--- config.mk ---
export PLATFORM = sky130hd
export DESIGN_NAME = fte_lane
export DESIGN_NICKNAME = d
export VERILOG_FILES = /design/src/rtl/fte_pkg.sv /design/src/rtl/fte_lane.sv
export SDC_FILE = /design/constraint.sdc
export NUM_CORES = 2
export LEC_CHECK = 0
export CELL_PAD_IN_SITES_DETAIL_PLACEMENT = 1
export CELL_PAD_IN_SITES_GLOBAL_PLACEMENT = 1
export CORE_ASPECT_RATIO = 1.1
export CORE_MARGIN = 4
export CORE_UTILIZATION = 57
export DETAILED_ROUTE_END_ITERATION = 8
export DONT_BUFFER_PORTS = 1
export PLACE_DENSITY = 0.86
export SLEW_MARGIN = 20
export SYNTH_ARGS = -nofsm -noshare
export SYNTH_HDL_FRONTEND = slang
export SYNTH_SLANG_ARGS = --single-unit
--- constraint.sdc ---
create_clock -name clock -period 37.5 [get_ports clock]
set_input_delay 11.25 -clock clock [delete_from_list [all_inputs] [get_ports clock]]
set_output_delay 11.25 -clock clock [all_outputs]
set_load 0.05 [all_outputs]
--- src/rtl/fte_pkg.sv ---
// ----------------------------------------------------------------------------
// fte_pkg - shared types and constants of the junction temperature estimator
// Control words between the top level, the RC lanes and the merge stage, plus
// the register map of the configuration port.
// ----------------------------------------------------------------------------
package fte_pkg;

   // Width of the registered gain term: floor(g * loss * 2^shift / 2^16)
   localparam int GAIN_TERM_W = 48;

   // Configuration port
   localparam int CSR_ADDR_W = 6;
   localparam int CSR_DATA_W = 64;
   localparam int REG_IDX_W  = 3;

   // Register indexes (byte address is 8 * index)
   localparam logic [REG_IDX_W-1:0] REG_IGBT_DECAY    = 3'd0;
   localparam logic [REG_IDX_W-1:0] REG_IGBT_GAIN     = 3'd1;
   localparam logic [REG_IDX_W-1:0] REG_DIODE_DECAY   = 3'd2;
   localparam logic [REG_IDX_W-1:0] REG_DIODE_GAIN    = 3'd3;
   localparam logic [REG_IDX_W-1:0] REG_CHANNEL_COEFF = 3'd4;
   localparam logic [REG_IDX_W-1:0] REG_PAD_COEFF     = 3'd5;
   localparam logic [REG_IDX_W-1:0] REG_GAIN_SHIFT    = 3'd6;
   localparam logic [REG_IDX_W-1:0] REG_SOLVER_MODE   = 3'd7;

   // Solver modes
   localparam logic MODE_EULER = 1'b0;
   localparam logic MODE_HOLD  = 1'b1;

   // Lane control: load the gain term, step the rise, hold, gain exponent
   typedef struct packed {
      logic       load;
      logic       step;
      logic       hold;
      logic [3:0] gain_shift;
   } lane_ctl_type;

   // Merge control: load partial sums, load the result word
   typedef struct packed {
      logic load_part;
      logic load_out;
   } merge_ctl_type;

endpackage

--- src/rtl/fte_lane.sv ---
// ----------------------------------------------------------------------------
// fte_lane - one Foster RC stage
// Registers the gain term of an accepted word, then advances the stage rise
// by one forward-Euler step: rise = sat(floor(d*rise/2^16) + gain term).
// ----------------------------------------------------------------------------
module fte_lane
   import fte_pkg::*;
#(
   parameter int DATA_WIDTH = 32
) (
   input  logic                         clock,
   input  logic                         reset,
   input  lane_ctl_type                 ctl,
   input  logic [15:0]                  decay,
   input  logic [15:0]                  gain,
   input  logic signed [31:0]           loss,
   output logic signed [DATA_WIDTH-1:0] rise
);

   localparam int PROD_W = DATA_WIDTH + 17;
   localparam int SUM_W  = (DATA_WIDTH + 2 > GAIN_TERM_W + 1) ? DATA_WIDTH + 2
                                                              : GAIN_TERM_W + 1;
   localparam logic signed [DATA_WIDTH-1:0] RISE_MAX = {1'b0, {(DATA_WIDTH-1){1'b1}}};
   localparam logic signed [DATA_WIDTH-1:0] RISE_MIN = {1'b1, {(DATA_WIDTH-1){1'b0}}};

   logic signed [48:0]              gain_prod;
   logic signed [63:0]              gain_scaled;
   logic signed [GAIN_TERM_W-1:0]   gain_term_in;
   logic signed [GAIN_TERM_W-1:0]   gain_term_ff;
   logic signed [PROD_W-1:0]        decay_prod;
   logic signed [DATA_WIDTH:0]      decay_term;
   logic signed [SUM_W-1:0]         step_sum;
   logic signed [DATA_WIDTH-1:0]    rise_in;
   logic signed [DATA_WIDTH-1:0]    rise_ff;

   // Gain term: scale by 2^shift, floor by 2^16
   always_comb begin
      gain_prod    = $signed({1'b0, gain}) * loss;
      gain_scaled  = 64'(gain_prod) <<< ctl.gain_shift;
      gain_term_in = $signed(gain_scaled[63:16]);
   end

   always_ff @(posedge clock) begin
      if (ctl.load) begin
         gain_term_ff <= gain_term_in;
      end
   end

   // Decay term, sum and saturate to the rise range
   always_comb begin
      decay_prod = $signed({1'b0, decay}) * rise_ff;
      decay_term = $signed(decay_prod[PROD_W-1:16]);
      step_sum   = SUM_W'(decay_term) + SUM_W'(gain_term_ff);
      if (step_sum > SUM_W'(RISE_MAX)) begin
         rise_in = RISE_MAX;
      end else if (step_sum < SUM_W'(RISE_MIN)) begin
         rise_in = RISE_MIN;
      end else begin
         rise_in = step_sum[DATA_WIDTH-1:0];
      end
   end

   // Advance the stage unless held
   always_ff @(posedge clock) begin
      if (reset) begin
         rise_ff <= '0;
      end else if (ctl.step && !ctl.hold) begin
         rise_ff <= rise_in;
      end
   end

   assign rise = rise_ff;

endmodule

# After elaboration in Yosys (flattened, before gate mapping)
# Index checks and enable logic that the tools add are counted.
[totals]
output_inout_bits = 32
ff_bits = 80
wordCells = 12
[op_classes]
magnitude_cmp = 2
reduce_logical = 2
multipliers = 2
n_shift = 1
addsub = 1
mux = 2
[ops]
columns = ["op", "n"]
rows = [
  ["17-bit by 32-bit multiplier with 49-bit output", 2],
  ["32-bit 2-to-1 mux", 2],
  ["49-bit by 4-bit <<< shifter with 64-bit output", 1],
  ["33-bit by 48-bit adder with 49-bit output", 1],
  ["49-bit by 32-bit > comparator with 1-bit output, second input constant", 1],
  ["49-bit by 32-bit < comparator with 1-bit output, second input constant", 1],
  ["1-bit logical AND", 1],
  ["1-bit logical NOT", 1],
]

# Logic depth before layout (Yosys ltp)
[depth]
word_depth = 5
ltp_mapped = 42
mapped_depth_nobuf = 39

# Worst setup path after synthesis
# OpenSTA, ideal clock, no wires.
[synth_timing]
kind = "in2reg"
from = "input port decay[2]"
to = "register rise_ff[15], in the netlist rise[15]"
cell_stages = 39
required_time_ns = 37.366
arrival_time_ns = 20.368
setup_slack_ns = 16.998
path_cell_list = "clkbuf_1 nand2_1 fa_1 fa_1 fa_1 inv_1 fa_1 fa_1 inv_1 fa_1 inv_1 ha_1 a21oi_1 o21ai_0 o21bai_1 a311oi_1 a31oi_1 o2111ai_1 [... 3 more ...] a21o_1 a21oi_1 xnor2_1 ha_1 clkbuf_1 nand2_1 o21ai_0 a211oi_1 nor2_1 or4_1 a21oi_1 nor2_1 a2111oi_1 nand4_1 nor4bb_1 or2_1 buf_4 o22ai_1"
[synth_between]
elab_chain_len = 5
[synth_rtl]
columns = ["element", "line", "text"]
rows = [
  ["start: declaration", "fte_lane.sv:14", "input logic [15:0] decay,"],
  ["17-bit by 32-bit multiplier with 49-bit output *", "fte_lane.sv:51", "decay_prod = $signed({1'b0, decay}) * rise_ff;"],
  ["33-bit by 48-bit adder with 49-bit output *", "fte_lane.sv:53", "step_sum = SUM_W'(decay_term) + SUM_W'(gain_term_ff);"],
  ["49-bit by 32-bit < comparator with 1-bit output", "fte_lane.sv:56", "end else if (step_sum < SUM_W'(RISE_MIN)) begin"],
  ["32-bit 2-to-1 mux", "fte_lane.sv:56", ""],
  ["32-bit 2-to-1 mux *", "fte_lane.sv:54", "if (step_sum > SUM_W'(RISE_MAX)) begin"],
  ["end signal: assignment", "fte_lane.sv:68", "rise_ff <= rise_in;"],
  ["end: declaration", "fte_lane.sv:34", "logic signed [DATA_WIDTH-1:0] rise_ff;"],
]
# Mark *: on every way between the ends. The rest lies on a longest branch, timed or not.
# A chain may end at the register's enable or synchronous reset.

# Worst setup path in the final report
[layout_timing]
from = "input port decay[5]"
to = "register rise_ff[14], in the netlist rise[14]"
# Same word-level chain as after synthesis.

==> impl_metrics.env <==
export IMPL_chipWidth_um=270.5
export IMPL_cts_resized=0
export IMPL_overflow=0
export IMPL_synth_edf_count=48
export IMPL_grt_start_max_net_pins=58
export IMPL_end_kind="flop"
export IMPL_fin_ws_ns=15.82
export IMPL_crit_top_cell="fa_1"
export IMPL_final_layout_size_suffix_gt1_frac=0.02066
export IMPL_ctsHoldBuffers=0
export IMPL_crit_required_ns=37.71
export IMPL_maxCapViolations=0
export IMPL_finalHoldViolations=0
export IMPL_start_kind="input pin"
export IMPL_crit_buf_inv=5
export IMPL_die_h_um=296.8
export IMPL_syn_nets=6302
export IMPL_yosys_area_top_type="fa_1"
export IMPL_htreeDepth=3
export IMPL_drc=0
export IMPL_ios=105
export IMPL_synth_area_leaders="fa_1 45%, inv_1 9.8%, ha_1 8.1%, nand2_1 6.5%, and2_1 5.8%"
export IMPL_rows=105
export IMPL_rsz0062_at_grt="false"
export IMPL_yosysSeqAreaShare=0.04818
export IMPL_cts_sinks=80
export IMPL_viasPerCell=5.908
export IMPL_worst_pin_slew_ns=1.006
export IMPL_numCtsBuffers=9
export IMPL_setup_viol=0
export IMPL_drt_initial_drc_count=1807
export IMPL_cts_tree="built"
export IMPL_arrival_ns=21.90
export IMPL_dp_hpwl_mm=109.3
export IMPL_clock_path_buffers=2
export IMPL_synth_seq_cells=80
export IMPL_dieArea_um2=80280
export IMPL_syn2layout_area_growth_pct=2.050
export IMPL_placeableCoreArea_um2=74880
export IMPL_antenna_found_initial=2
export IMPL_cp_slowest_cell="a2111oi_0"
export IMPL_fin_area_um2=44100
export IMPL_worstPathMaxFanout=32
export IMPL_synth_flop_cell="edfxtp_1"
export IMPL_wl_mm=132.7
export IMPL_finalMaxSlewViolations=0
export IMPL_drtAntennaViolNets=0
export IMPL_grt_pass1_vias=40820
export IMPL_port_buffers=0
export IMPL_holdWs_ns=0.5045
export IMPL_post_cts_buffers=0
export IMPL_synth_area_um2=43210
export IMPL_syn_avg_cell_area_um2=8.693
export IMPL_yosysWarnings=0
export IMPL_netlist_area_leader_share=0.4526
export IMPL_grt_pass1_wl_mm=217.0
export IMPL_fin_skew_ns=0.009876
export IMPL_path_class="input pin to flop"
export IMPL_timing_fmax_mhz=46.12
export IMPL_final_min_clock_period_ns=21.68
export IMPL_start_util=0.5770
export IMPL_fin_crit_sh=0.5782
export IMPL_firstDrtPassIters=5
export IMPL_yosysUniqueCellTypes=83
export IMPL_dpl_worst_slack_ns=15.27
export IMPL_status="finished clean"
export IMPL_synthCells=4971
export IMPL_hp_class="flop to flop"
export IMPL_path_delay_family="compound AO/OA/AOI/OAI gates"
export IMPL_grt_use_total=0.3381
export IMPL_clk_pin_slew_ns=0.06
export IMPL_finalNetCount=6117
export IMPL_async_flop_share=0
export IMPL_placed_area_um2=43800
export IMPL_slowest_delay_ns=0.79
export IMPL_clk_insertion_delay_late_ns=0.36
export IMPL_wl_per_cell_um=23.06
export IMPL_cts_root_buf="clkbuf_16"
export IMPL_gp_congestion=0.8962
export IMPL_via_count=34010
export IMPL_finalSetupTns_ns=0
export IMPL_max_slew_margin=0.3286
## cell usage in the layout (no fill, tap or decap), types with 22 or more instances in the layout
cell	n
ha_1	281
a21o_1	48
a211oi_1	34
o21ai_0	96
xor2_1	35
and2_1	401
and3_1	22
nand3_1	30
buf_4	37
o21bai_1	37
nand2b_1	34
dfxtp_1	32
xnor2_1	80
mux2i_1	82
nor3_1	34
o21a_1	25
fa_1	977
o22ai_1	30
edfxtp_1	48
inv_1	1124
nor2_1	136
nand4_1	33
nand2_1	744
a21oi_1	172
## path summary, 6_finish.rpt
check | start | endpoint | slack, ns | cells past startpoint
setup reg to reg | rise[10]$_SDFFE_PP0P_ | rise[14]$_SDFFE_PP0P_ | 25.94 | 36
setup / recovery | decay[5] | rise[14]$_SDFFE_PP0P_ | 15.82 | 36
hold reg to reg | rise[31]$_SDFFE_PP0P_ | rise[31]$_SDFFE_PP0P_ | 0.50 | 2
hold / removal | rise[31]$_SDFFE_PP0P_ | rise[31]$_SDFFE_PP0P_ | 0.50 | 2
## synthesized netlist by cell type, types with 5 or more instances
| cell | instances |
|---|---|
| a211oi_1 | 34 |
| o32ai_1 | 5 |
| buf_2 | 7 |
| fa_1 | 977 |
| nor2_1 | 136 |
| o21bai_1 | 37 |
| nand4_1 | 33 |
| clkbuf_1 | 217 |
| a221oi_1 | 5 |
| edfxtp_1 | 48 |
| and3_1 | 22 |
| and2_1 | 401 |
| nor3_1 | 34 |
| nand2b_1 | 34 |
| mux2i_1 | 82 |
| mux2_2 | 13 |
| o31ai_1 | 8 |
| or3_1 | 13 |
| o211ai_1 | 10 |
| a21o_1 | 48 |
| xnor2_1 | 80 |
| o21a_1 | 25 |
| a31oi_1 | 19 |
| mux4_2 | 12 |
| nand3_1 | 30 |
| o21ai_1 | 5 |
| o21ai_0 | 96 |
| nor2b_1 | 18 |
| inv_1 | 1124 |
| o22ai_1 | 30 |
| buf_1 | 6 |
| xor2_1 | 35 |
| ha_1 | 281 |
| a21oi_1 | 172 |
| dfxtp_1 | 32 |
| a221o_1 | 5 |
| nand2_1 | 744 |
## cell type report
cell class | count | area (µm²)
repair buffers | 37 | 277.8
clock inverters | 2 | 13.76
clock buffers | 14 | 274.0
multi-input cells | 3532 | 36010
inverters | 1126 | 4227
well taps | 963 | 1205
diodes | 3 | 7.507
flip-flops and latches | 80 | 2082
fillers | 8781 | 30790
## metal layers
metal	part of all wire	wire, µm	up-vias	GRT usage
met5	0	0	-	0
met4	0.037	4922	0	0.1204
met3	0.058	7747	410	0.04900
met2	0.53	69990	1208	0.6292
met1	0.38	50080	17710	0.3975
li1	-	-	14680	-
## logic make-up after synthesis
group                    synth area share
AND/OR/NAND/NOR                    0.1660
adder cells (fa/ha/maj)            0.5340
flip-flops                        0.04818
buffers and inverters              0.1185
XOR/XNOR                          0.02331
AO/OA/AOI/OAI                     0.08134
multiplexers                      0.02864
## metrics by stage
step	instances	utilization
6_report	5757	0.5889
5_1_grt	5755	0.5888
4_1_cts	5754	0.5888
3_5_place_dp	5738	0.5849
3_3_place_gp	5738	0.5849
2_1_floorplan	4971	-
## flip-flops by register name, indices dropped and copies added, names as in the netlist
signal / count
gain_term_ff: 48
rise: 32
## worst register-to-register path, delay by kind of cell (launching register included)
kind                     cells  cell delay (ns)
AND/OR/NAND/NOR              7             1.88
adder cells (fa/ha/maj)      8             3.87
AO/OA/AOI/OAI               15             4.35
flip-flops                   1             0.33
XOR/XNOR                     1             0.15
buffers and inverters        5             0.86
Power is left out: the tool's default activity adds up to more than one toggle a clock period on the data nets, which glitch-free logic cannot reach.
