===== src/rtl/fte_pkg.sv =====
// ----------------------------------------------------------------------------
// fte_pkg - shared types and constants of the junction temperature estimator
// Control words between the top level, the RC lanes and the merge stage, plus
// the register map of the configuration port.
// ----------------------------------------------------------------------------
package fte_pkg;

   // Width of the registered gain term: floor(g * loss * 2^shift / 2^16)
   localparam int GAIN_TERM_W = 48;

   // Configuration port
   localparam int CSR_ADDR_W = 6;
   localparam int CSR_DATA_W = 64;
   localparam int REG_IDX_W  = 3;

   // Register indexes (byte address is 8 * index)
   localparam logic [REG_IDX_W-1:0] REG_IGBT_DECAY    = 3'd0;
   localparam logic [REG_IDX_W-1:0] REG_IGBT_GAIN     = 3'd1;
   localparam logic [REG_IDX_W-1:0] REG_DIODE_DECAY   = 3'd2;
   localparam logic [REG_IDX_W-1:0] REG_DIODE_GAIN    = 3'd3;
   localparam logic [REG_IDX_W-1:0] REG_CHANNEL_COEFF = 3'd4;
   localparam logic [REG_IDX_W-1:0] REG_PAD_COEFF     = 3'd5;
   localparam logic [REG_IDX_W-1:0] REG_GAIN_SHIFT    = 3'd6;
   localparam logic [REG_IDX_W-1:0] REG_SOLVER_MODE   = 3'd7;

   // Solver modes
   localparam logic MODE_EULER = 1'b0;
   localparam logic MODE_HOLD  = 1'b1;

   // Lane control: load the gain term, step the rise, hold, gain exponent
   typedef struct packed {
      logic       load;
      logic       step;
      logic       hold;
      logic [3:0] gain_shift;
   } lane_ctl_type;

   // Merge control: load partial sums, load the result word
   typedef struct packed {
      logic load_part;
      logic load_out;
   } merge_ctl_type;

endpackage


===== src/rtl/fte_merge.sv =====
// ----------------------------------------------------------------------------
// fte_merge - junction temperature of one network
// Adds ambient and six stage rises over two registered steps and saturates
// the total to the signed 32-bit range.
// ----------------------------------------------------------------------------
module fte_merge
   import fte_pkg::*;
#(
   parameter int DATA_WIDTH = 32
) (
   input  logic                      clock,
   input  merge_ctl_type             ctl,
   input  logic [6*DATA_WIDTH-1:0]   rises,     // six rises, first in low bits
   input  logic signed [31:0]        ambient,
   output logic [31:0]               junction_temp
);

   localparam int ACC_W = ((DATA_WIDTH > 32) ? DATA_WIDTH : 32) + 3;
   localparam logic signed [31:0] TEMP_MAX = 32'sh7FFF_FFFF;
   localparam logic signed [31:0] TEMP_MIN = 32'sh8000_0000;

   logic signed [DATA_WIDTH-1:0] r0, r1, r2, r3, r4, r5;
   logic signed [ACC_W-1:0]      part_a_in, part_b_in;
   logic signed [ACC_W-1:0]      part_a_ff, part_b_ff;
   logic signed [ACC_W-1:0]      total;
   logic [31:0]                  temp_in;
   logic [31:0]                  temp_ff;

   always_comb begin
      r0 = $signed(rises[0*DATA_WIDTH +: DATA_WIDTH]);
      r1 = $signed(rises[1*DATA_WIDTH +: DATA_WIDTH]);
      r2 = $signed(rises[2*DATA_WIDTH +: DATA_WIDTH]);
      r3 = $signed(rises[3*DATA_WIDTH +: DATA_WIDTH]);
      r4 = $signed(rises[4*DATA_WIDTH +: DATA_WIDTH]);
      r5 = $signed(rises[5*DATA_WIDTH +: DATA_WIDTH]);
      part_a_in = ACC_W'(ambient) + ACC_W'(r0) + ACC_W'(r1) + ACC_W'(r2);
      part_b_in = ACC_W'(r3) + ACC_W'(r4) + ACC_W'(r5);
   end

   // Partial sums
   always_ff @(posedge clock) begin
      if (ctl.load_part) begin
         part_a_ff <= part_a_in;
         part_b_ff <= part_b_in;
      end
   end

   // Final add and saturate
   always_comb begin
      total = part_a_ff + part_b_ff;
      if (total > ACC_W'(TEMP_MAX)) begin
         temp_in = TEMP_MAX;
      end else if (total < ACC_W'(TEMP_MIN)) begin
         temp_in = TEMP_MIN;
      end else begin
         temp_in = total[31:0];
      end
   end

   always_ff @(posedge clock) begin
      if (ctl.load_out) begin
         temp_ff <= temp_in;
      end
   end

   assign junction_temp = temp_ff;

endmodule


===== config.mk =====
export PLATFORM = sky130hd
export DESIGN_NAME = fte_merge
export DESIGN_NICKNAME = d
export VERILOG_FILES = /design/src/rtl/fte_pkg.sv /design/src/rtl/fte_merge.sv
export SDC_FILE = /design/constraint.sdc
export NUM_CORES = 1
export LEC_CHECK = 0
export ABC_AREA = 1
export BUFFER_PORTS_ARGS = -buffer_cell sky130_fd_sc_hd__clkbuf_2
export CAP_MARGIN = 20
export CORE_MARGIN = 1.5
export CORE_UTILIZATION = 34
export CTS_CLUSTER_SIZE = 30
export DETAILED_ROUTE_END_ITERATION = 7
export PLACE_DENSITY = 0.58
export REMOVE_ABC_BUFFERS = 1
export SLEW_MARGIN = 5
export SYNTH_ARGS = -nofsm -noshare
export SYNTH_HDL_FRONTEND = slang
export SYNTH_SLANG_ARGS = --single-unit

===== constraint.sdc =====
create_clock -name clock -period 11.3 [get_ports clock]
set_input_delay 2.26 -clock clock [delete_from_list [all_inputs] [get_ports clock]]
set_output_delay 2.26 -clock clock [all_outputs]
set_load 0.01 [all_outputs]

# ---- After elaboration in Yosys (flattened, before gate mapping)
# Index checks and enable logic that the tools add are counted.
# W data, S select, Z words.
dict set report totals {
  reg_bits 102
  elab_cells 12
  output_inout_bits 32
}
dict set report op_classes {
  add_sub_neg 6
  mux 1
  order_cmp 2
}
# op n
set ops {}
lappend ops {{$add A33 B32 Y34} 2}
lappend ops {{$add A32 B32 Y33} 2}
lappend ops {{$add A34 B32 Y35} 1}
lappend ops {{$add A35 B35 Y35} 1}
lappend ops {{$gt A35 B32 Y1 const B} 1}
lappend ops {{$lt A35 B32 Y1 const B} 1}
lappend ops {{$mux W32} 1}

# ---- Longest topological paths before layout
# Gate-level depths: netlist of the first run.
dict set report depth {
  word_depth 3
  depth_mapped 18
}

# ---- Worst setup path after synthesis of the first run
# No wires, ideal clock.
dict set report synth_timing {
  kind {in2reg}
  from {input rises[3]}
  to {register part_a_ff[26], data pin}
  path_slack_ns 6.146
  required_ns 11.040
  setup_ns 0.260
  path_buffers 0
  stages 14
  arrival_ns 4.894
  cell_sequence {fa_1 inv_1 fa_1 inv_1 ha_1 a21oi_1 o21ai_2 a21oi_1 inv_1 a21oi_1 o21ai_0 nand2_1 nand2_1 xor2_1}
}
dict set report synth_between {
  elab_chain_len 3
}
# item line_no
set synth_rtl {}
lappend synth_rtl {{from (decl)} fte_merge.sv:13} ;# input logic [6*DATA_WIDTH-1:0] rises,
lappend synth_rtl {{$add A32 B32 Y33} fte_merge.sv:36} ;# part_a_in = ACC_W'(ambient) + ACC_W'(r0) + ACC_W'(r1) + ACC_W'(r2);
lappend synth_rtl {{$add A33 B32 Y34} fte_merge.sv:36}
lappend synth_rtl {{$add A34 B32 Y35} fte_merge.sv:36}
lappend synth_rtl {{net part_a_in[26]} fte_merge.sv:23} ;# logic signed [ACC_W-1:0] part_a_in, part_b_in;
lappend synth_rtl {{to (signal assigned)} fte_merge.sv:43} ;# part_a_ff <= part_a_in;
lappend synth_rtl {{to (decl)} fte_merge.sv:24} ;# logic signed [ACC_W-1:0] part_a_ff, part_b_ff;
# The timed path passes the listed nets, and every way through them passes these cells.
# A chain may end at the register's enable or synchronous reset.

# ---- Worst setup path in the final report of the first run
dict set report layout_timing {
  from {input rises[1]}
  to {register part_a_ff[21], data pin}
}
# Same word-level chain as after synthesis.

==> reports/results.ini, run 1 <==
[placed_design]
hpwlAfterDp_um=27330
dpl_worst_slack_ps=5273
place_congestion=0.8881
portBuffers=258

[logic_synthesis]
synth_xor_area_frac=0.06511
seq_area_frac_synth=0.2717
synth_compound_area_frac=0.1109
synthSimpleGateAreaFrac=0.2072
synthFlopType=edfxtp_1
avgSynthCellArea_sq_um=8.490
synth_edf_count=101
netlist_instances=1315
yosysWarnings=0
syn-cell-area_sq_um=11160
synth.distinct_cells=39
ys_ff_latch=101
synth_top_family_by_area=adder cells
synthMuxAreaShare=0
yosys.area_share.adder=0.2896
async_flop_share=0

[timing]
fmax_mhz=177.3
fin_crit_sh=0.4992
max_slew_margin=0.4242
whs_ps=652.0
rsz0062_at_grt=no
finalSetupViolCount=0
finalHoldViolations=0
worst_pin_slew_ps=863.6
report.final.slew_viol_count=0
fin_crit_ps=5641
setup_tns_ps=0
fin_skew_ps=10.27
fin_ws_ps=5659

[cells_and_area]
drive_above_1_share=0.1883
mostFrequentLayoutCells=nand2_1 (333), clkbuf_2 (257), inv_1 (144)
antenna_cells=0
layout_commonest_cell=nand2_1
area_growth_pct=18.49
final_nets=2004

[global_route]
grt_max_degree=70
grt_pass1_wl_um=49790
global_route.usage.total=0.1874
overflow=0
antenna_found_initial=0
grt_pass1_vias=9970

[floorplanning]
die_h_um=184.2
top_level_ports=259
die_area_sq_um=33930
core_sq_um=32450
rows=66
start_util=0.3440
die_w_um=184.2

[critical_path]
cp_slowest_cell=fa_1
r2r_slack_ps=8500
crit_buf_inv=5
crit_family=adder cells
crit_type=in2reg
critPathCaptureType=register
critPathMaxFanout=3
cp.arrival_ps=5770
max_stage_delay_ps=560
crit_top_cell=inv_1
crit_chain=clkbuf_2 > inv_1 > fa_1 > fa_1 > inv_1 > ha_1 > inv_1 > fa_1 > o21ai_0 > a21oi_1 > inv_1 > a21oi_1 > o21ai_0 > xor2_1
critPathLaunchType=input port
critPathRequiredTime_ps=11430

[power_and_ir_drop]
vdd_drop_max_v=0.0001093
p_leak_uw=0.006232
power_density_nw_per_um2=248.1

[detailed_routing]
drt.antenna.violating_nets=0
wl_per_cell_um=15.05
wl_um=30480
drtIter0Drc=465
drc=0
num_vias=9625
first_pass_iters=5
viasPerCell=4.753

[cts]
cts_setup_buffers=0
cts-root-buf=clkbuf_16
clock_path_buffers=2
cts_buffers=9
htreeDepth=3
cts_resized=0
clock_latency_ps=360
cts_tree=built
hold_buffers=0
clock_sinks=101
path_clk_slew_ps=70

[flow_run]
cap_violations=0

[worst_hold_path]
hold_path.class=reg2reg

[run_status]
status=finished, final reports clean

## synthesized netlist by cell type (all sizes together), types with 12 or more instances
library cell    n  area share
fa             99        0.18
nor2          127       0.043
a21o           14      0.0094
o21bai         16       0.011
nor4           12      0.0067
nand2         346        0.12
a21oi         106       0.048
edfxtp        101        0.27
inv           146       0.049
nor3           19      0.0099
nand3          48       0.022
xnor2          25       0.020
xor2           58       0.046
ha            100        0.11
o21ai          54       0.025
## logic make-up after synthesis
logic type,Yosys count
xor+xnor,83
buf+inv,153
flops,101
compound gates,218
simple gates,561
fa+ha+maj,199
## metal layers
metal	GRT usage	vias up	part of all wire
met4	0.04164	0	0.013
met2	0.3264	261	0.47
met3	0.01640	26	0.040
met1	0.2524	4434	0.48
met5	0	-	0
li1	-	4904	-
## where the power goes
group          internal [uW]  total [uW]  switching [uW]
clock network            154         298             143
registers                698         767            68.3
logic                    776        2220            1440
total                   1630        3280            1650
## registers in the layout, indices dropped and copies added (netlist names)
signal         flops
junction_temp     32
part_a_ff         35
part_b_ff         34
## path summary, 6_finish.rpt
check / endpoint / from / cells past startpoint
setup / recovery: part_a_ff[21] / rises[1] / 14
hold / removal: junction_temp[0] / part_b_ff[0] / 3
setup reg to reg: junction_temp[19] / part_a_ff[0] / 16
hold reg to reg: junction_temp[0] / part_b_ff[0] / 3
## final cells by class
type | count | area (sq um)
Clock buffer | 10 | 229.0
Timing Repair Buffer | 259 | 1299
Sequential cell | 101 | 3033
Inverter | 146 | 548.0
Multi-Input combinational cell | 1061 | 7512
Fill cell | 3350 | 19220
Clock inverter | 6 | 55.05
Tap cell | 442 | 553.0
## tightest hold or removal path, stage by stage (launching register included)
cell      delay, ps
edfxtp_1        330
ha_1            120
nand2_1          50
nand2_1          50
## per-stage QoR
step | std cells | instance area, sq um | total power (uW) | utilization
floorplan | 1308 | 11090 | 2308 | -
global placement | 2009 | 12940 | 3007 | 0.3989
detailed placement | 2009 | 12940 | 3005 | 0.3989
CTS | 2025 | 13230 | 3313 | 0.4076
global route | 2025 | 13230 | 3634 | 0.4076
finish | 2025 | 13230 | 3282 | 0.4076
(Power assumes the default switching activity.)
==> inputs of run 2 (changes only) <==
--- a/config.mk
+++ b/config.mk
@@ -5,14 +5,14 @@
 export SDC_FILE = /design/constraint.sdc
 export NUM_CORES = 1
 export LEC_CHECK = 0
-export ABC_AREA = 1
+export ABC_AREA = 0
 export BUFFER_PORTS_ARGS = -buffer_cell sky130_fd_sc_hd__clkbuf_2
 export CAP_MARGIN = 20
 export CORE_MARGIN = 1.5
 export CORE_UTILIZATION = 34
 export CTS_CLUSTER_SIZE = 30
 export DETAILED_ROUTE_END_ITERATION = 7
-export PLACE_DENSITY = 0.58
+export PLACE_DENSITY = 0.6
 export REMOVE_ABC_BUFFERS = 1
 export SLEW_MARGIN = 5
 export SYNTH_ARGS = -nofsm -noshare
==> constraint.sdc (replaced) <==
create_clock -name clock -period 4.92 [get_ports clock]
set_input_delay 0.984 -clock clock [delete_from_list [all_inputs] [get_ports clock]]
set_output_delay 0.984 -clock clock [all_outputs]
set_load 0.01 [all_outputs]
==> reports/results.ini, run 2 <==
[cells_and_area]
stdcell_count=1642  ; was 2025
final_cell_area_sq_um=12520  ; was 13230 sq um
regMostFlops=part_a_ff  ; unchanged
drive_above_1_share=0.2528  ; was 0.1883
mostFrequentLayoutCells=clkbuf_2 (257), edfxtp_1 (101), ha_1 (100)  ; was nand2_1 (333), clkbuf_2 (257), inv_1 (144)
antenna_cells=0  ; unchanged
layout_commonest_cell=clkbuf_2  ; was nand2_1
final_nets=1667  ; was 2004
largest_reg_flops=35  ; unchanged
area_growth_pct=19.49  ; was 18.49%

[detailed_routing]
viasPerCell=5.010  ; was 4.753
drtIter0Drc=334  ; was 465
num_vias=8226  ; was 9625
drc=0  ; unchanged
wl_um=25030  ; was 30480 um
drt.antenna.violating_nets=0  ; unchanged
wl_per_cell_um=15.24  ; was 15.05 um
first_pass_iters=4  ; was 5

[cts]
cts_resized=0  ; unchanged
cts_tree=built  ; unchanged
clock_path_buffers=2  ; unchanged
hold_buffers=0  ; unchanged
clock_sinks=101  ; unchanged
cts_buffers=9  ; unchanged
cts_setup_buffers=0  ; unchanged
path_clk_slew_ps=70  ; about the same
cts-root-buf=clkbuf_16  ; unchanged
clock_latency_ps=360  ; about the same
htreeDepth=3  ; unchanged

[timing]
report.final.slew_viol_count=0  ; unchanged
fin_crit_ps=4466
fin_ws_ps=454.3  ; was 5659 ps
max_slew_margin=0.4775  ; was 0.4242
finalHoldViolations=0  ; unchanged
rsz0062_at_grt=no  ; unchanged
finalSetupViolCount=0  ; unchanged
whs_ps=659.3  ; was 652.0 ps
worst_pin_slew_ps=771.5  ; was 863.6 ps
setup_tns_ps=0  ; unchanged
fmax_mhz=223.9
fin_crit_sh=0.9077
fin_skew_ps=9.716  ; was 10.27 ps

[placed_design]
detailed_place.area_sq_um=12210  ; was 12940 sq um
portBuffers=258  ; unchanged
dpl_worst_slack_ps=98.06  ; was 5273 ps
hpwlAfterDp_um=21970  ; was 27330 um
place_congestion=0.8373  ; was 0.8881
dp_cells=1626  ; was 2009

[global_route]
grtUsageMet2=0.2708  ; was 0.3264
grt_pass1_vias=8354  ; was 9970
use_met1=0.2201  ; was 0.2524
use_met3=0.01577  ; was 0.01640
antenna_found_initial=0  ; unchanged
overflow=0  ; unchanged
gr-max-usage-layer=met2  ; unchanged
grt_pass1_wl_um=40740  ; was 49790 um
grt_max_degree=65  ; was 70
global_route.usage.total=0.1622  ; was 0.1874

[power_and_ir_drop]
power_density_nw_per_um2=603.4  ; was 248.1 nW/um^2
p_int_uw=4078  ; was 1629 uW
power.switching_uw=3475  ; was 1653 uW
clkPwrFrac=0.098  ; was 0.091
netSwitchingFraction=0.4601  ; was 0.5037
power_frac_seq=0.237  ; was 0.234
p_leak_uw=0.005548  ; was 0.006232 uW
combPwrFrac=0.665  ; was 0.676
vdd_drop_max_v=0.0002465  ; was 0.0001093 V

[worst_hold_path]
hold_path.class=reg2reg  ; unchanged
hp-start=part_b_ff[0]  ; unchanged

[logic_synthesis]
seq_area_frac_synth=0.2895  ; was 0.2717
ys_ff_latch=101  ; unchanged
netlist_instances=983  ; was 1315
syn-cell-area_sq_um=10480  ; was 11160 sq um
synth_edf_count=101  ; unchanged
synth.distinct_cells=74  ; was 39
synth_common_cells=edfxtp_1 (101), ha_1 (100), fa_1 (99)  ; was nand2_1 (333), inv_1 (144), nor2_1 (125)
yosys.area.top_type_share=0.2895  ; was 0.2717
async_flop_share=0  ; unchanged
synth.area.top_cells=edfxtp_1 (29%), fa_1 (19%), ha_1 (12%)  ; was edfxtp_1 (27%), fa_1 (18%), ha_1 (11%)
yosysTopAreaCell=edfxtp_1  ; unchanged
avgSynthCellArea_sq_um=10.66  ; was 8.490 sq um
synthFlopType=edfxtp_1  ; unchanged
yosysMostFrequentCell=edfxtp_1  ; was nand2_1
yosysWarnings=0  ; unchanged

[critical_path]
critPathLaunchType=input port  ; unchanged
crit_type=in2reg  ; unchanged
max_stage_delay_ps=550  ; was 560 ps
cp_slowest_cell=fa_1  ; unchanged
r2r-start=part_a_ff[0]  ; unchanged
crit_buf_inv=4  ; was 5
crit_family=adder cells  ; unchanged
critPathMaxFanout=3  ; unchanged
cp.arrival_ps=4560  ; was 5770 ps
crit_chain=clkbuf_2 > inv_1 > fa_1 > fa_1 > inv_1 > ha_1 > inv_1 > fa_1 > nor2b_1 > o21a_1 > o21ai_0 > a21oi_1 > o2111ai_1 > a21oi_1 > nand2_1 > o311ai_0 > xor2_1  ; was clkbuf_2 > inv_1 > fa_1 > fa_1 > inv_1 > ha_1 > inv_1 > fa_1 > o21ai_0 > a21oi_1 > inv_1 > a21oi_1 > o21ai_0 > xor2_1
critPathRequiredTime_ps=5020  ; was 11430 ps
critPathLaunch=rises[1]  ; unchanged
critPathCaptureType=register  ; unchanged

[floorplanning]
top_level_ports=259  ; unchanged
core_sq_um=30430  ; was 32450 sq um
die_h_um=178.5  ; was 184.2 um
die_w_um=178.5  ; was 184.2 um
start_util=0.3442  ; was 0.3440
rows=64  ; was 66
die_area_sq_um=31870  ; was 33930 sq um

[flow_run]
cap_violations=0  ; unchanged

[run_status]
status=finished, final reports clean  ; unchanged

run 2: worst register-to-register path: cells and delay by family (launching register included):
| kind | cells | cell delay (ps) |
|---|---|---|
| flip-flops | 1 | 370 |
| AND/OR/NAND/NOR | 2 | 800 |
| AO/OA/AOI/OAI | 7 | 1920 |
| adder cells (fa/ha/maj) | 2 | 650 |
run 2: metal layers:
metal | vias up | share of wire
met3 | 27 | 0.039
met5 | - | 0
met2 | 191 | 0.47
met1 | 3863 | 0.47
li1 | 4145 | -
met4 | 0 | 0.017
run 2: final cells by class:
type                    count  area [sq um]
multi-input cells         808          7129
clock inverters             7         82.58
clock buffers               9         225.2
flip-flops and latches    101          3033
fillers                  2977         17910
inverters                  57         215.2
well taps                 396         495.5
repair buffers            264          1336
run 2: worst paths after layout:
path / slack, ps / cells after the start / to
max: 450 / 17 / part_a_ff[33]
min reg2reg: 660 / 3 / junction_temp[0]
min: 660 / 3 / junction_temp[0]
max reg2reg: 890 / 11 / junction_temp[10]
run 2: power groups by stage:
| stage | sequential [uW] | clock (uW) | combinational, uW |
|---|---|---|---|
| finish | 1790 | 739 | 5020 |
| global route | 1830 | 789 | 5680 |
| CTS | 1790 | 758 | 5070 |
| detailed placement | 1810 | 0 | 5050 |
| global placement | 1810 | 0 | 5030 |
| floorplan | 1800 | 0 | 3670 |
run 2: cells by family (layout without fill, tap and decap cells):
family / after synthesis / after routing / share of synthesized area
AO/OA/AOI/OAI: 311 / 311 / 0.2001
AND/OR/NAND/NOR: 212 / 212 / 0.09986
adder cells (fa/ha/maj): 199 / 199 / 0.3086
flip-flops: 101 / 101 / 0.2895
XOR/XNOR: 85 / 85 / 0.07107
buffers and inverters: 74 / 337 / 0.02986
multiplexers: 1 / 1 / 0.0009556
run 2: metrics by stage:
step	power [uW]	util
floorplan	5473	-
global placement	6840	0.4012
detailed placement	6859	0.4012
CTS	7622	0.4113
global route	8293	0.4113
finish	7553	0.4113
==> inputs of run 3 (changes only) <==
--- a/config.mk
+++ b/config.mk
@@ -12,7 +12,7 @@
 export CORE_UTILIZATION = 34
 export CTS_CLUSTER_SIZE = 30
 export DETAILED_ROUTE_END_ITERATION = 7
-export PLACE_DENSITY = 0.6
+export PLACE_DENSITY = 0.57
 export REMOVE_ABC_BUFFERS = 1
 export SLEW_MARGIN = 5
 export SYNTH_ARGS = -nofsm -noshare
==> reports/results.ini, run 3 (synthesis gave the netlist of run 2 again) <==
[cells_and_area]
antenna_cells=0  ; unchanged
mostFrequentLayoutCells=clkbuf_2 (257), edfxtp_1 (101), ha_1 (100)  ; unchanged
layout_commonest_cell=clkbuf_2  ; unchanged
drive_above_1_share=0.2508  ; was 0.2528
regArea_sq_um=3033  ; unchanged
final_nets=1666  ; was 1667
area_growth_pct=19.02  ; was 19.49%
regMostFlops=part_a_ff  ; unchanged
largest_reg_flops=35  ; unchanged
multiInputGateArea_sq_um=7129  ; unchanged
utilization=0.4097  ; was 0.4113
nFillCells=3046  ; was 2977

[cts]
clock_latency_ps=350  ; was 360 ps
clock_path_buffers=2  ; unchanged
clock_sinks=101  ; unchanged
cts_tree=built  ; unchanged
hold_buffers=0  ; unchanged
htreeDepth=3  ; unchanged
cts_setup_buffers=0  ; unchanged
path_clk_slew_ps=70  ; about the same
cts_buffers=9  ; unchanged
cts-root-buf=clkbuf_16  ; unchanged
cts_resized=0  ; unchanged

[power_and_ir_drop]
vdd_drop_max_v=0.0003354  ; was 0.0002465 V
p_leak_uw=0.005515  ; was 0.005548 uW
power_frac_seq=0.240  ; was 0.237
netSwitchingFraction=0.4645  ; was 0.4601
p_int_uw=4005  ; was 4078 uW
total_power_uw=7480  ; was 7553 uW
power_density_nw_per_um2=600.0  ; was 603.4 nW/um^2
power.switching_uw=3475  ; about the same
combPwrFrac=0.671  ; was 0.665
clkPwrFrac=0.089  ; was 0.098

[run_status]
status=finished, final reports clean  ; unchanged

[detailed_routing]
num_vias=8268  ; was 8226
first_pass_iters=5  ; was 4
drt.antenna.violating_nets=0  ; unchanged
wl_per_cell_um=15.42  ; was 15.24 um
viasPerCell=5.041  ; was 5.010
wl_um=25280  ; was 25030 um
drc=0  ; unchanged
drtIter0Drc=382  ; was 334

[timing]
fin_skew_ps=10.25  ; was 9.716 ps
fin_crit_sh=0.9063  ; was 0.9077
rsz0062_at_grt=no  ; unchanged
finalHoldViolations=0  ; unchanged
setup_tns_ps=0  ; unchanged
whs_ps=661.1  ; was 659.3 ps
report.final.slew_viol_count=0  ; unchanged
finalSetupViolCount=0  ; unchanged
max_slew_margin=0.4626  ; was 0.4775
fmax_mhz=224.3  ; was 223.9 MHz
fin_crit_ps=4459  ; was 4466 ps
worst_pin_slew_ps=806.1  ; was 771.5 ps

[critical_path]
critPathRequiredTime_ps=5010  ; was 5020 ps
r2r_slack_ps=900  ; was 890 ps
critPathLaunchType=input port  ; unchanged
crit_type=in2reg  ; unchanged
max_stage_delay_ps=550  ; about the same
cp.arrival_ps=4550  ; was 4560 ps
critPathMaxFanout=3  ; unchanged
critPathCaptureType=register  ; unchanged
cp_slowest_cell=fa_1  ; unchanged
worstRegToRegCells=10  ; was 11
crit_chain=clkbuf_2 > inv_1 > fa_1 > fa_1 > inv_1 > ha_1 > inv_1 > fa_1 > nor2b_1 > o21a_1 > o21ai_0 > a21oi_1 > o2111ai_1 > a21oi_1 > nand2_1 > o311ai_0 > xor2_1  ; unchanged

[global_route]
global_route.usage.total=0.1605  ; was 0.1622
grt_max_degree=37  ; was 65
antenna_found_initial=0  ; unchanged
grt_pass1_wl_um=40790  ; was 40740 um
overflow=0  ; unchanged
grt_pass1_vias=8346  ; was 8354

[floorplanning]
die_h_um=178.5  ; unchanged
die_area_sq_um=31870  ; unchanged
rows=64  ; unchanged
top_level_ports=259  ; unchanged
die_w_um=178.5  ; unchanged
core_sq_um=30430  ; unchanged
start_util=0.3442  ; unchanged

[placed_design]
portBuffers=258  ; unchanged
place_congestion=0.8655  ; was 0.8373
hpwlAfterDp_um=21920  ; was 21970 um

[worst_hold_path]
hold_path.class=reg2reg  ; unchanged
whs_path_depth=3  ; unchanged

[flow_run]
cap_violations=0  ; unchanged

[run 3: path summary, 6_finish.rpt]
kind            startpoint                 to
max reg2reg  part_a_ff[26]  junction_temp[27]
max               rises[1]      part_a_ff[33]
min           part_b_ff[0]   junction_temp[0]
min reg2reg   part_b_ff[0]   junction_temp[0]
[run 3: final cells by class]
cell class / count / share of cell area
clock buffers: 10 / 0.01837
clock inverters: 5 / 0.002910
inverters: 57 / 0.01726
multi-input cells: 808 / 0.5719
flip-flops and latches: 101 / 0.2433
well taps: 396 / 0.03974
repair buffers: 263 / 0.1066
[run 3: worst max-delay path, delay by kind of cell]
kind,cells,cell delay (ps)
compound gates,6,1440
xor+xnor,1,110
fa+ha+maj,4,1550
buf+inv,4,240
simple gates,2,210
[run 3: through the flow]
step	worst slack [ps]	std cells	area (sq um)
after floorplan	548.6	966	10380
after global placement	135.9	1625	12200
after detailed placement	75.03	1625	12200
after CTS	428.5	1640	12470
after global routing	210.1	1640	12470
final	460.8	1640	12470
[run 3: power groups by stage]
stage               clock (uW)  sequential, uW  combinational, uW
floorplan                    0            1800               3670
global placement             0            1820               5010
detailed placement           0            1820               5040
CTS                        683            1800               5060
global route               714            1830               5640
finish                     666            1790               5020
[run 3: layer usage]
layer | GRT usage | vias up | part of all wire
met4 | 0.03958 | 0 | 0.015
li1 | - | 4134 | -
met2 | 0.2687 | 202 | 0.46
met3 | 0.01407 | 22 | 0.042
met1 | 0.2234 | 3910 | 0.48
met5 | 0 | - | 0
